===== src/sv/u7se_pkg.sv =====
// types, constants and helper functions for the utf-7 stream encoder
// used by every module of the encoder; depends on nothing else
package u7se_pkg;

   localparam int U7SE_FIFO_DEPTH = 2;
   localparam int U7SE_MAX_CHARS  = 5;

   localparam logic [6:0]  CHAR_PLUS  = 7'h2B;
   localparam logic [6:0]  CHAR_MINUS = 7'h2D;
   localparam logic [15:0] DIRECT_LO  = 16'h0020;
   localparam logic [15:0] DIRECT_HI  = 16'h007E;

   // input word
   typedef struct packed {
      logic [15:0] code_unit;
      logic        end_of_text;
   } req_type;

   // result word
   typedef struct packed {
      logic [6:0] ascii_char;
      logic       last_of_run;
   } rsp_type;

   // one item's characters, first in slot 0
   typedef struct packed {
      logic [U7SE_MAX_CHARS-1:0][6:0] chars;
      logic [2:0]                     count;
   } rec_type;

   // record queue status
   typedef struct packed {
      logic full;
      logic empty;
   } fifo_stat_type;

   // base64 alphabet
   function automatic logic [6:0] b64_char(input logic [5:0] v);
      logic [6:0] c;
      if (v < 6'd26) begin
         c = 7'h41 + {1'b0, v};
      end else if (v < 6'd52) begin
         c = 7'h61 + {1'b0, v} - 7'd26;
      end else if (v < 6'd62) begin
         c = 7'h30 + {1'b0, v} - 7'd52;
      end else if (v == 6'd62) begin
         c = 7'h2B;
      end else begin
         c = 7'h2F;
      end
      return c;
   endfunction

   // leftover stream bits padded with zeros on the right
   function automatic logic [6:0] flush_char(input logic [3:0] bits, input logic [2:0] cnt);
      logic [6:0] c;
      if (cnt == 3'd2) begin
         c = b64_char({bits[1:0], 4'b0000});
      end else begin
         c = b64_char({bits, 2'b00});
      end
      return c;
   endfunction

endpackage


===== src/sv/u7se_front.sv =====
// front end: classifies each code unit, keeps the base64 run state and
// builds the item's character record; depends on u7se_pkg
module u7se_front (
   input  logic              clock,
   input  logic              reset,
   input  logic              accept,
   input  u7se_pkg::req_type req_word,
   output u7se_pkg::rec_type rec
);
   import u7se_pkg::*;

   logic       run_ff, run_in;
   logic [3:0] pbits_ff, pbits_in;
   logic [2:0] pcnt_ff, pcnt_in;

   logic       direct;
   logic [2:0] n;
   logic [3:0] pb;
   logic [2:0] pc;
   logic [19:0] acc;
   logic [3:0] rem;
   logic [2:0] rc;

   // build the characters and the next run state
   always_comb begin
      rec      = '0;
      n        = '0;
      run_in   = 1'b0;
      pbits_in = '0;
      pcnt_in  = '0;
      pb       = run_ff ? pbits_ff : 4'd0;
      pc       = run_ff ? pcnt_ff : 3'd0;
      acc      = {pb, req_word.code_unit};
      rem      = '0;
      rc       = '0;
      direct   = (req_word.code_unit >= DIRECT_LO) && (req_word.code_unit <= DIRECT_HI)
                 && (req_word.code_unit != {9'd0, CHAR_PLUS});
      if (direct) begin
         // close an open run, then the unit itself
         if (run_ff) begin
            if (pcnt_ff != 3'd0) begin
               rec.chars[n] = flush_char(pbits_ff, pcnt_ff);
               n = n + 3'd1;
            end
            rec.chars[n] = CHAR_MINUS;
            n = n + 3'd1;
         end
         rec.chars[n] = req_word.code_unit[6:0];
         n = n + 3'd1;
      end else begin
         if (!run_ff) begin
            rec.chars[n] = CHAR_PLUS;
            n = n + 3'd1;
         end
         // six-bit groups of the continuous stream
         unique case (pc)
            3'd2: begin
               rec.chars[n] = b64_char(acc[17:12]);
               rec.chars[n + 3'd1] = b64_char(acc[11:6]);
               rec.chars[n + 3'd2] = b64_char(acc[5:0]);
               n = n + 3'd3;
               rem = 4'd0;
               rc = 3'd0;
            end
            3'd4: begin
               rec.chars[n] = b64_char(acc[19:14]);
               rec.chars[n + 3'd1] = b64_char(acc[13:8]);
               rec.chars[n + 3'd2] = b64_char(acc[7:2]);
               n = n + 3'd3;
               rem = {2'b00, acc[1:0]};
               rc = 3'd2;
            end
            default: begin
               rec.chars[n] = b64_char(acc[15:10]);
               rec.chars[n + 3'd1] = b64_char(acc[9:4]);
               n = n + 3'd2;
               rem = acc[3:0];
               rc = 3'd4;
            end
         endcase
         if (req_word.end_of_text) begin
            if (rc != 3'd0) begin
               rec.chars[n] = flush_char(rem, rc);
               n = n + 3'd1;
            end
            rec.chars[n] = CHAR_MINUS;
            n = n + 3'd1;
         end else begin
            run_in   = 1'b1;
            pbits_in = rem;
            pcnt_in  = rc;
         end
      end
      rec.count = n;
   end

   // run state
   always_ff @(posedge clock) begin
      if (reset) begin
         run_ff   <= 1'b0;
         pbits_ff <= '0;
         pcnt_ff  <= '0;
      end else if (accept) begin
         run_ff   <= run_in;
         pbits_ff <= pbits_in;
         pcnt_ff  <= pcnt_in;
      end
   end

   a_pcnt_legal: assert property (@(posedge clock) disable iff (reset)
      pcnt_ff == 3'd0 || pcnt_ff == 3'd2 || pcnt_ff == 3'd4)
      else $error("pending count out of range");
   a_direct_no_bits: assert property (@(posedge clock) disable iff (reset)
      !run_ff |-> (pcnt_ff == 3'd0 && pbits_ff == 4'd0))
      else $error("pending bits outside a run");
   a_count_range: assert property (@(posedge clock) disable iff (reset)
      accept |-> (rec.count != 3'd0 && rec.count <= 3'd5))
      else $error("bad character count");

endmodule


===== src/sv/u7se_fifo.sv =====
// short record queue between front and back end
// depends on u7se_pkg
module u7se_fifo #(
   parameter int DEPTH = u7se_pkg::U7SE_FIFO_DEPTH
) (
   input  logic                    clock,
   input  logic                    reset,
   input  logic                    wr_en,
   input  u7se_pkg::rec_type       wr_data,
   input  logic                    rd_en,
   output u7se_pkg::rec_type       rd_data,
   output u7se_pkg::fifo_stat_type stat
);
   import u7se_pkg::*;

   localparam int PW = (DEPTH > 1) ? $clog2(DEPTH) : 1;
   localparam int CW = $clog2(DEPTH + 1);

   rec_type         mem_ff [DEPTH];
   logic [PW-1:0]   wr_ptr_ff, wr_ptr_in;
   logic [PW-1:0]   rd_ptr_ff, rd_ptr_in;
   logic [CW-1:0]   count_ff, count_in;
   logic            do_wr, do_rd;

   assign stat.full  = (count_ff == CW'(DEPTH));
   assign stat.empty = (count_ff == '0);
   assign do_wr      = wr_en && !stat.full;
   assign do_rd      = rd_en && !stat.empty;
   assign rd_data    = mem_ff[rd_ptr_ff];

   // pointer and count update
   always_comb begin
      wr_ptr_in = wr_ptr_ff;
      rd_ptr_in = rd_ptr_ff;
      count_in  = count_ff;
      if (do_wr) begin
         wr_ptr_in = (wr_ptr_ff == PW'(DEPTH - 1)) ? '0 : wr_ptr_ff + PW'(1);
      end
      if (do_rd) begin
         rd_ptr_in = (rd_ptr_ff == PW'(DEPTH - 1)) ? '0 : rd_ptr_ff + PW'(1);
      end
      if (do_wr && !do_rd) begin
         count_in = count_ff + CW'(1);
      end else if (do_rd && !do_wr) begin
         count_in = count_ff - CW'(1);
      end
   end

   always_ff @(posedge clock) begin
      if (reset) begin
         wr_ptr_ff <= '0;
         rd_ptr_ff <= '0;
         count_ff  <= '0;
      end else begin
         wr_ptr_ff <= wr_ptr_in;
         rd_ptr_ff <= rd_ptr_in;
         count_ff  <= count_in;
      end
   end

   // storage
   always_ff @(posedge clock) begin
      if (do_wr) begin
         mem_ff[wr_ptr_ff] <= wr_data;
      end
   end

   a_count_bound: assert property (@(posedge clock) disable iff (reset)
      count_ff <= CW'(DEPTH))
      else $error("queue count over depth");

endmodule


===== src/sv/u7se_back.sv =====
// back end: walks one record at a time and sends its characters through
// an output register; depends on u7se_pkg
module u7se_back (
   input  logic                    clock,
   input  logic                    reset,
   input  u7se_pkg::rec_type       rec_in,
   input  u7se_pkg::fifo_stat_type stat,
   output logic                    rec_pop,
   output u7se_pkg::rsp_type       out_word,
   output logic                    out_valid,
   input  logic                    out_pop
);
   import u7se_pkg::*;

   rec_type    cur_ff;
   logic       cur_valid_ff, cur_valid_in;
   logic [2:0] idx_ff, idx_in;
   rsp_type    out_ff, out_in;
   logic       out_valid_ff, out_valid_in;

   logic       out_free, send, last_char;

   assign out_free  = !out_valid_ff || out_pop;
   assign send      = cur_valid_ff && out_free;
   assign last_char = (idx_ff == cur_ff.count - 3'd1);
   assign rec_pop   = !stat.empty && (!cur_valid_ff || (send && last_char));
   assign out_word  = out_ff;
   assign out_valid = out_valid_ff;

   // serializer control
   always_comb begin
      cur_valid_in = cur_valid_ff;
      idx_in       = idx_ff;
      out_in       = out_ff;
      out_valid_in = out_valid_ff;
      if (out_free) begin
         out_valid_in = cur_valid_ff;
      end
      if (send) begin
         out_in.ascii_char  = cur_ff.chars[idx_ff];
         out_in.last_of_run = last_char;
         idx_in             = idx_ff + 3'd1;
         if (last_char) begin
            cur_valid_in = 1'b0;
         end
      end
      if (rec_pop) begin
         cur_valid_in = 1'b1;
         idx_in       = '0;
      end
   end

   always_ff @(posedge clock) begin
      if (reset) begin
         cur_valid_ff <= 1'b0;
         idx_ff       <= '0;
         out_valid_ff <= 1'b0;
      end else begin
         cur_valid_ff <= cur_valid_in;
         idx_ff       <= idx_in;
         out_valid_ff <= out_valid_in;
      end
   end

   // payload registers
   always_ff @(posedge clock) begin
      out_ff <= out_in;
      if (rec_pop) begin
         cur_ff <= rec_in;
      end
   end

   a_idx_in_record: assert property (@(posedge clock) disable iff (reset)
      cur_valid_ff |-> (idx_ff < cur_ff.count))
      else $error("character index past record");
   a_record_nonempty: assert property (@(posedge clock) disable iff (reset)
      cur_valid_ff |-> (cur_ff.count != 3'd0 && cur_ff.count <= 3'd5))
      else $error("record count out of range");
   a_last_frees: assert property (@(posedge clock) disable iff (reset)
      (send && last_char && stat.empty) |=> !cur_valid_ff)
      else $error("record kept after last character");

endmodule


===== src/sv/utf7_stream_encoder_core.sv =====
// utf-7 stream encoder: one utf-16 code unit in, one to five ascii words out.
// an accepted item passes the record queue and the current-record register before
// its first character shows in the output register, which sends one word per cycle
// while the consumer pops, so characters leave back to back. a two-record
// queue decouples intake, so items are taken back to back until it fills.
// reset (synchronous, active high) empties everything and returns to direct mode.
module utf7_stream_encoder_core #(
   parameter int FIFO_DEPTH = u7se_pkg::U7SE_FIFO_DEPTH
) (
   input  logic              clock,
   input  logic              reset,
   input  logic              push,
   output logic              full,
   input  u7se_pkg::req_type req_data,
   output logic              empty,
   input  logic              pop,
   output u7se_pkg::rsp_type rsp_data
);
   import u7se_pkg::*;

   rec_type       front_rec;
   rec_type       queue_rec;
   fifo_stat_type queue_stat;
   logic          accept;
   logic          rec_pop;
   logic          out_valid;

   assign accept = push && !queue_stat.full;
   assign full   = queue_stat.full;
   assign empty  = !out_valid;

   // classify and build records
   u7se_front u_front (
      .clock    (clock),
      .reset    (reset),
      .accept   (accept),
      .req_word (req_data),
      .rec      (front_rec)
   );

   // record queue
   u7se_fifo #(
      .DEPTH (FIFO_DEPTH)
   ) u_fifo (
      .clock   (clock),
      .reset   (reset),
      .wr_en   (accept),
      .wr_data (front_rec),
      .rd_en   (rec_pop),
      .rd_data (queue_rec),
      .stat    (queue_stat)
   );

   // character output
   u7se_back u_back (
      .clock     (clock),
      .reset     (reset),
      .rec_in    (queue_rec),
      .stat      (queue_stat),
      .rec_pop   (rec_pop),
      .out_word  (rsp_data),
      .out_valid (out_valid),
      .out_pop   (pop)
   );

endmodule

===== config.mk =====
export PLATFORM = sky130hd
export DESIGN_NAME = utf7_stream_encoder_core
export DESIGN_NICKNAME = d
export VERILOG_FILES = /design/src/sv/u7se_pkg.sv /design/src/sv/u7se_front.sv /design/src/sv/u7se_fifo.sv /design/src/sv/u7se_back.sv /design/src/sv/utf7_stream_encoder_core.sv
export SDC_FILE = /design/constraint.sdc
export NUM_CORES = 1
export LEC_CHECK = 0
export BUFFER_PORTS_ARGS = -buffer_cell sky130_fd_sc_hd__buf_2
export CAP_MARGIN = 20
export CORE_MARGIN = 10
export CORE_UTILIZATION = 60
export CTS_BUF_LIST = sky130_fd_sc_hd__clkbuf_16
export DETAILED_ROUTE_END_ITERATION = 7
export GPL_TIMING_DRIVEN = 0
export PLACE_DENSITY = 0.77
export REMOVE_ABC_BUFFERS = 1
export SYNTH_ARGS = -nofsm -noshare
export SYNTH_HDL_FRONTEND = slang
export SYNTH_HIERARCHICAL = 1
export SYNTH_SLANG_ARGS = --single-unit

===== constraint.sdc =====
create_clock -name clock -period 13.6 [get_ports clock]
set_input_delay 2.04 -clock clock [delete_from_list [all_inputs] [get_ports clock]]
set_output_delay 2.04 -clock clock [all_outputs]
set_load 0.005 [all_outputs]

==> results.py, run 1 <==
metrics = {
    "power": {
        "p_per_area_mw_per_mm2": 143.0,
        "p_total_uw": 1621,
        "vdd_ir_drop_max_uv": 242.9,
        "power.leakage_uw": 0.004108,
    },
    "final_layout": {
        "multiInputGateArea_mm2": 0.005967,
        "nets": 1185,
        "post_route_cells_drive_above_1_share_pct": 11.81,
        "num_antenna_cells": 0,
        "area_delta_synth_final_pct": 7.312,
        "utilization_pct": 65.50,
        "seq_area_mm2": 0.004006,
        "nFillCells": 1391,
    },
    "clocking": {
        "cts_buffers": 17,
        "postCtsSetupRepairBufs": 0,
        "clk_pin_slew_ns": 0.06,
        "clk_latency_ns": 0.41,
        "cts_resized": 0,
        "root_buffer": "clkbuf_16",
        "cts.htree.levels": 4,
        "cts_tree": "yes",
        "ctsHoldBuffers": 0,
        "cts_sinks": 139,
        "cts_buffer_depth": 2,
    },
    "timing": {
        "clock.fmax_mhz": 187.2,
        "hold_viol": 0,
        "setup_tns_ns": 0,
        "finalWorstSetupSlack_ns": 8.257,
        "min_period_ns": 5.343,
        "fin_skew_ns": 0.008811,
        "slew_viol_final": 0,
        "worstMarginPinSlew_ns": 1.003,
        "rsz0062_at_grt": "no",
        "fin_crit_sh_pct": 39.28,
        "setup_viol_count_final": 0,
        "relSlewSlack_pct": 33.11,
    },
    "worst_hold_path": {
        "whs_path_depth": 2,
        "min_from": "u_fifo/rd_ptr_ff$_SDFFE_PP0P_",
        "hold_path_class": "reg -> reg",
    },
    "place": {
        "place_ws_ns": 7.976,
        "gp_congestion": 0.9536,
        "numPortBuffers": 30,
        "place_hpwl_um": 20450,
    },
    "synth": {
        "ys_warn_count": 6,
        "synth_cells": 1144,
        "yosysUniqueCellTypes": 92,
        "yosys_register_bits": 139,
        "ys_seq_area_share_pct": 37.92,
        "synth_top_flop_cell": "edfxtp_1",
        "synth_edf_count": 122,
        "synth_async_sr_flop_share_pct": 0,
        "syn_avg_cell_area_um2": 9.229,
        "syn-cell-area_mm2": 0.01056,
    },
    "critical_path": {
        "worstPathMaxFanout": 20,
        "cp-end-kind": "register",
        "timing.rr.end": "u_fifo/mem_ff[0][20]$_DFFE_PP_",
        "timing.rr.start": "u_front/run_ff$_SDFFE_PP0P_",
        "critPathLaunchType": "primary input",
        "critPathTopFamily": "simple AND/OR/NAND/NOR gates",
        "crit_type": "in -> reg",
        "r2r_cells": 14,
        "cp_slowest_cell": "or2_1",
        "crit_required_ns": 13.70,
        "reg2reg_setup_slack_ns": 8.69,
        "cp_slowest_stage_delay_ns": 0.80,
        "arrival_ns": 5.44,
        "path_cells": "buf_2, inv_1, ha_1, nand4_1, a31oi_1, o22ai_1, or2_1, nand2_1, o311ai_0",
        "crit_buf_inv": 2,
    },
    "floorplan": {
        "fp.dieH_um": 152.7,
        "start_util_pct": 61.04,
        "io_pins": 31,
        "die-area_mm2": 0.02330,
        "die_w_um": 152.7,
        "coreArea_mm2": 0.01730,
        "rows": 48,
    },
    "route": {
        "num_vias": 9329,
        "first_pass_iters": 6,
        "drt_iter0_drc": 1156,
        "post_drt_via_cell_ratio": 6.905,
        "ant_nets": 0,
        "drt-total-wl_um": 29800,
        "wl_per_cell_um": 22.06,
        "post-route-drc-count": 0,
    },
    "grt": {
        "antenna_found_initial": 0,
        "grt_overflow_total": 0,
        "track_usage_pct": 24.26,
        "grt_max_degree": 53,
        "grt_pass1_wl_um": 46910,
        "first_global_vias": 8596,
    },
    "status": {
        "status": "finished, final reports clean",
    },
    "job": {
        "maxCapViolations": 0,
    },
}
## sequential cells by signal, indices dropped and copies added (netlist names), named ones only
register,cells
u_fifo/mem_ff,76
u_back/cur_ff,38
u_back/out_word,8
u_front/pbits_ff,4
u_back/idx_ff,3
u_fifo/count_ff,2
u_front/pcnt_ff,2
u_back/cur_valid_ff,1
u_back/out_valid,1
u_fifo/rd_ptr_ff,1
u_fifo/wr_ptr_ff,1
u_front/run_ff,1
## worst min-delay path, delay by kind of cell (launching register included)
kind / cells / cell delay, ns
XOR/XNOR: 1 / 0.08
flip-flops: 1 / 0.33
AND/OR/NAND/NOR: 1 / 0.07
## stage by stage
| stage | instance area, um^2 | instances | hold slack (ns) |
|---|---|---|---|
| 5_1_grt | 11330 | 1351 | 0.5347 |
| 3_5_place_dp | 10730 | 1318 | 0.4930 |
| 3_3_place_gp | 10570 | 1311 | 0.4670 |
| 6_report | 11330 | 1351 | 0.5171 |
| 4_1_cts | 11300 | 1350 | 0.5162 |
| 2_1_floorplan | 10130 | 1056 | 0.4516 |
## cells by family (layout without fill, tap and decap cells)
kind of cell    Yosys count  count (layout)  share of synthesized area [%]
fa+ha+maj                51              51                          6.044
mux                      67              67                          6.980
simple gates            385             385                          18.77
flops                   139             139                          37.92
xor+xnor                 27              27                          2.370
buf+inv                 135             117                          5.689
compound gates          340             340                          22.22
## cell type report
cell class,instances,area share (%)
multi-input combinational,870,52.67
sequential,139,35.36
clock buffer,19,4.197
timing repair buffer,38,2.860
tap,225,2.485
inverter,47,1.557
clock inverter,13,0.8724
## where the power goes
group	total (uW)	leakage (uW)	switching [uW]	internal (uW)
combinational	490	0.00253	300	190
clock	434	0.000303	163	271
sequential	697	0.00127	61.0	636
## how the worst max path moves through the flow
stage,start,end,slack (ns),depth (start not counted)
final,req_data[15],u_fifo/mem_ff[0][10]$_DFFE_PP_,8.26,9
after global routing,req_data[15],u_fifo/mem_ff[0][10]$_DFFE_PP_,8.10,9
after CTS,req_data[15],u_fifo/mem_ff[0][10]$_DFFE_PP_,8.42,9
after detailed placement,req_data[15],u_fifo/mem_ff[0][10]$_DFFE_PP_,7.98,9
after global placement,pop,u_fifo/count_ff[1]$_SDFFE_PP0P_,6.84,8
after floorplan,pop,u_fifo/count_ff[1]$_SDFFE_PP0P_,7.99,7
## per-layer routing
| metal | global-route usage [%] | wire (um) | vias to the layer above | part of all wire [%] |
|---|---|---|---|---|
| met2 | 38.78 | 14180 | 527 | 48 |
| met4 | 9.764 | 968 | 0 | 3.2 |
| met5 | 0 | 0 | - | 0 |
| met3 | 4.008 | 2438 | 71 | 8.2 |
| li1 | - | - | 4292 | - |
| met1 | 31.99 | 12210 | 4439 | 41 |
## placed cells by master, fill, tap and decap left out, types with 17 or more instances in the layout
master / synthesis / final
clkbuf_16: 0 / 19
nor3_1: 22 / 22
mux2_2: 43 / 43
buf_2: 24 / 30
nand2b_1: 23 / 23
ha_1: 51 / 50
nor2_1: 75 / 74
a31oi_1: 17 / 17
nand3_1: 45 / 45
inv_1: 45 / 48
nand2_1: 103 / 103
mux2i_1: 23 / 23
o21ai_0: 68 / 68
edfxtp_1: 122 / 122
a21oi_1: 72 / 72
nor2b_1: 25 / 24
nand4_1: 17 / 17
## Yosys cell counts (all sizes together), types with 7 or more instances
cell	number	area share, %
a32oi	8	0.66
nand4	17	1.0
edfxtp	122	35
xnor2	16	1.3
nand2b	23	1.4
o311ai	10	0.90
nor2	75	2.7
nor4	11	0.65
xor2	10	0.83
a211oi	17	1.3
ha	51	6.0
a31oi	17	1.0
clkbuf	49	2.0
nor3	26	1.5
a21o	8	0.57
nand3	46	2.2
o22ai	10	0.59
and2	10	0.59
nand2	104	3.9
mux2i	23	2.2
mux2	43	4.6
o211ai	16	1.1
a21oi	74	3.6
buf	39	2.0
o31a	7	0.58
o21ai	72	3.4
dfxtp	17	3.2
nor2b	27	1.7
inv	45	1.6
a221oi	14	1.2
or3	15	0.89
and3	11	0.65
Power figures use the tool's default switching activity.
==> run 2, diff against run 1 <==
==> constraint.sdc (replaced) <==
create_clock -name clock -period 5.25 [get_ports clock]
set_input_delay 0.7875 -clock clock [delete_from_list [all_inputs] [get_ports clock]]
set_output_delay 0.7875 -clock clock [all_outputs]
set_load 0.005 [all_outputs]
==> run 2 against run 1 <==
Cell area about the same. Global-route usage stayed put. Largest cell class unchanged. Sequential cell count unchanged. Critical path type is now reg -> reg.
==> results.py, run 2 (synthesis results as in run 1) <==
metrics = {
    "floorplan": {
        "die-area_mm2": 0.02330,
        "die_w_um": 152.7,
        "start_util_pct": 61.04,
        "io_pins": 31,
        "fp.dieH_um": 152.7,
        "rows": 48,
        "coreArea_mm2": 0.01730,
    },
    "clocking": {
        "cts_sinks": 139,
        "clk_latency_ns": 0.41,
        "clk_pin_slew_ns": 0.06,
        "cts.htree.levels": 4,
        "cts_buffer_depth": 2,
        "ctsHoldBuffers": 0,
        "root_buffer": "clkbuf_16",
        "cts_tree": "yes",
        "cts_buffers": 17,
    },
    "final_layout": {
        "nets": 1185,
        "area_delta_synth_final_pct": 7.336,
        "post_route_cells_drive_above_1_share_pct": 11.81,
        "utilization_pct": 65.52,
        "largest_reg_flops": 76,
        "num_antenna_cells": 0,
        "regMostFlops": "u_fifo/mem_ff",
        "mostFrequentLayoutCells": "edfxtp_1 (122), nand2_1 (103), nor2_1 (74)",
        "final_common_cell": "edfxtp_1",
    },
    "critical_path": {
        "reg2reg_setup_slack_ns": 0.65,
        "worstPathMaxFanout": 52,
        "crit_type": "reg -> reg",
        "cp-end-kind": "register",
        "critPathLaunchType": "register",
        "crit_required_ns": 5.49,
        "arrival_ns": 4.84,
    },
    "timing": {
        "fin_skew_ns": 0.008857,
        "setup_viol_count_final": 0,
        "hold_viol": 0,
        "min_period_ns": 4.600,
        "rsz0062_at_grt": "no",
        "relSlewSlack_pct": 33.92,
        "fin_crit_sh_pct": 87.63,
        "slew_viol_final": 0,
        "finalWorstSetupSlack_ns": 0.6496,
        "worstMarginPinSlew_ns": 0.9912,
        "clock.fmax_mhz": 217.4,
    },
    "grt": {
        "first_global_vias": 8596,
        "grt_max_degree": 53,
        "grt_pass1_wl_um": 46910,
        "antenna_found_initial": 0,
        "track_usage_pct": 24.26,
        "grt_overflow_total": 0,
    },
    "power": {
        "power.leakage_uw": 0.004108,
        "p_total_uw": 4198,
        "p_per_area_mw_per_mm2": 370.5,
        "vdd_ir_drop_max_uv": 629.6,
    },
    "route": {
        "post-route-drc-count": 0,
        "drt-total-wl_um": 29810,
        "ant_nets": 0,
        "wl_per_cell_um": 22.06,
        "drt_iter0_drc": 1162,
        "num_vias": 9299,
        "post_drt_via_cell_ratio": 6.883,
        "first_pass_iters": 7,
    },
    "worst_hold_path": {
        "hold_path_class": "reg -> reg",
    },
    "status": {
        "status": "finished, final reports clean",
    },
    "place": {
        "numPortBuffers": 30,
        "gp_congestion": 0.9536,
        "place_hpwl_um": 20450,
        "place_ws_ns": 0.5668,
    },
    "job": {
        "maxCapViolations": 0,
    },
}
==> run 2: cell counts in the layout (fill, tap and decap cells not counted) <==
Identical to the previous run, type by type.
==> run 2: timing repair <==
item / CTS / global route
buffers inserted: 0 / 0
endpoints found under the setup margin: 0 / 2
resized for setup: 0 / 1
==> run 2: metrics by stage <==
step	instance area, um^2	hold WS (ns)	TNS (ns)	instances
finish	11330	0.5163	0	1351
global route	11330	0.5347	0	1351
floorplan	10130	0.4516	0	1056
CTS	11300	0.5162	0	1350
detailed placement	10730	0.4930	0	1318
global placement	10570	0.4670	-29.71	1311
==> run 2: report_power, final <==
part | switching, uW | leakage [uW] | internal [uW]
clock | 422 | 0.000303 | 701
sequential | 158 | 0.00127 | 1650
combinational | 777 | 0.00253 | 492
==> run 2: final cells by class <==
cell class	instances	area, um^2
Multi-Input combinational cell	870	5967
Fill cell	1390	5964
Sequential cell	139	4009
Clock buffer	19	475.5
Timing Repair Buffer	38	324.1
Tap cell	225	281.5
Inverter	47	176.4
Clock inverter	13	98.84
==> run 2: critical path, stage by stage (launching register included) <==
cell and delay [ns]:
dfxtp_4 0.69, nand2_1 0.14, inv_1 0.09, ha_2 0.76
clkinv_1 0.79, ha_1 0.48, ha_1 0.26, nand2_1 0.17
a21boi_0 0.11, a2111oi_0 0.56, a311oi_1 0.13, a31oi_1 0.22
==> run 2: final timing paths <==
check,startpoint,depth (start not counted),endpoint
setup / recovery,u_front/run_ff$_SDFFE_PP0P_,11,u_fifo/mem_ff[1][9]$_DFFE_PP_
hold / removal,u_fifo/rd_ptr_ff$_SDFFE_PP0P_,2,register
setup reg to reg,u_front/run_ff$_SDFFE_PP0P_,11,u_fifo/mem_ff[1][9]$_DFFE_PP_
hold reg to reg,u_fifo/rd_ptr_ff$_SDFFE_PP0P_,2,register
==> run 2: metal layers <==
layer	GRT usage [%]	share of wire, %	up-vias
li1	-	-	4288
met1	31.99	41	4421
met2	38.78	47	514
met3	4.008	7.9	76
met4	9.764	3.4	0
met5	0	0	-
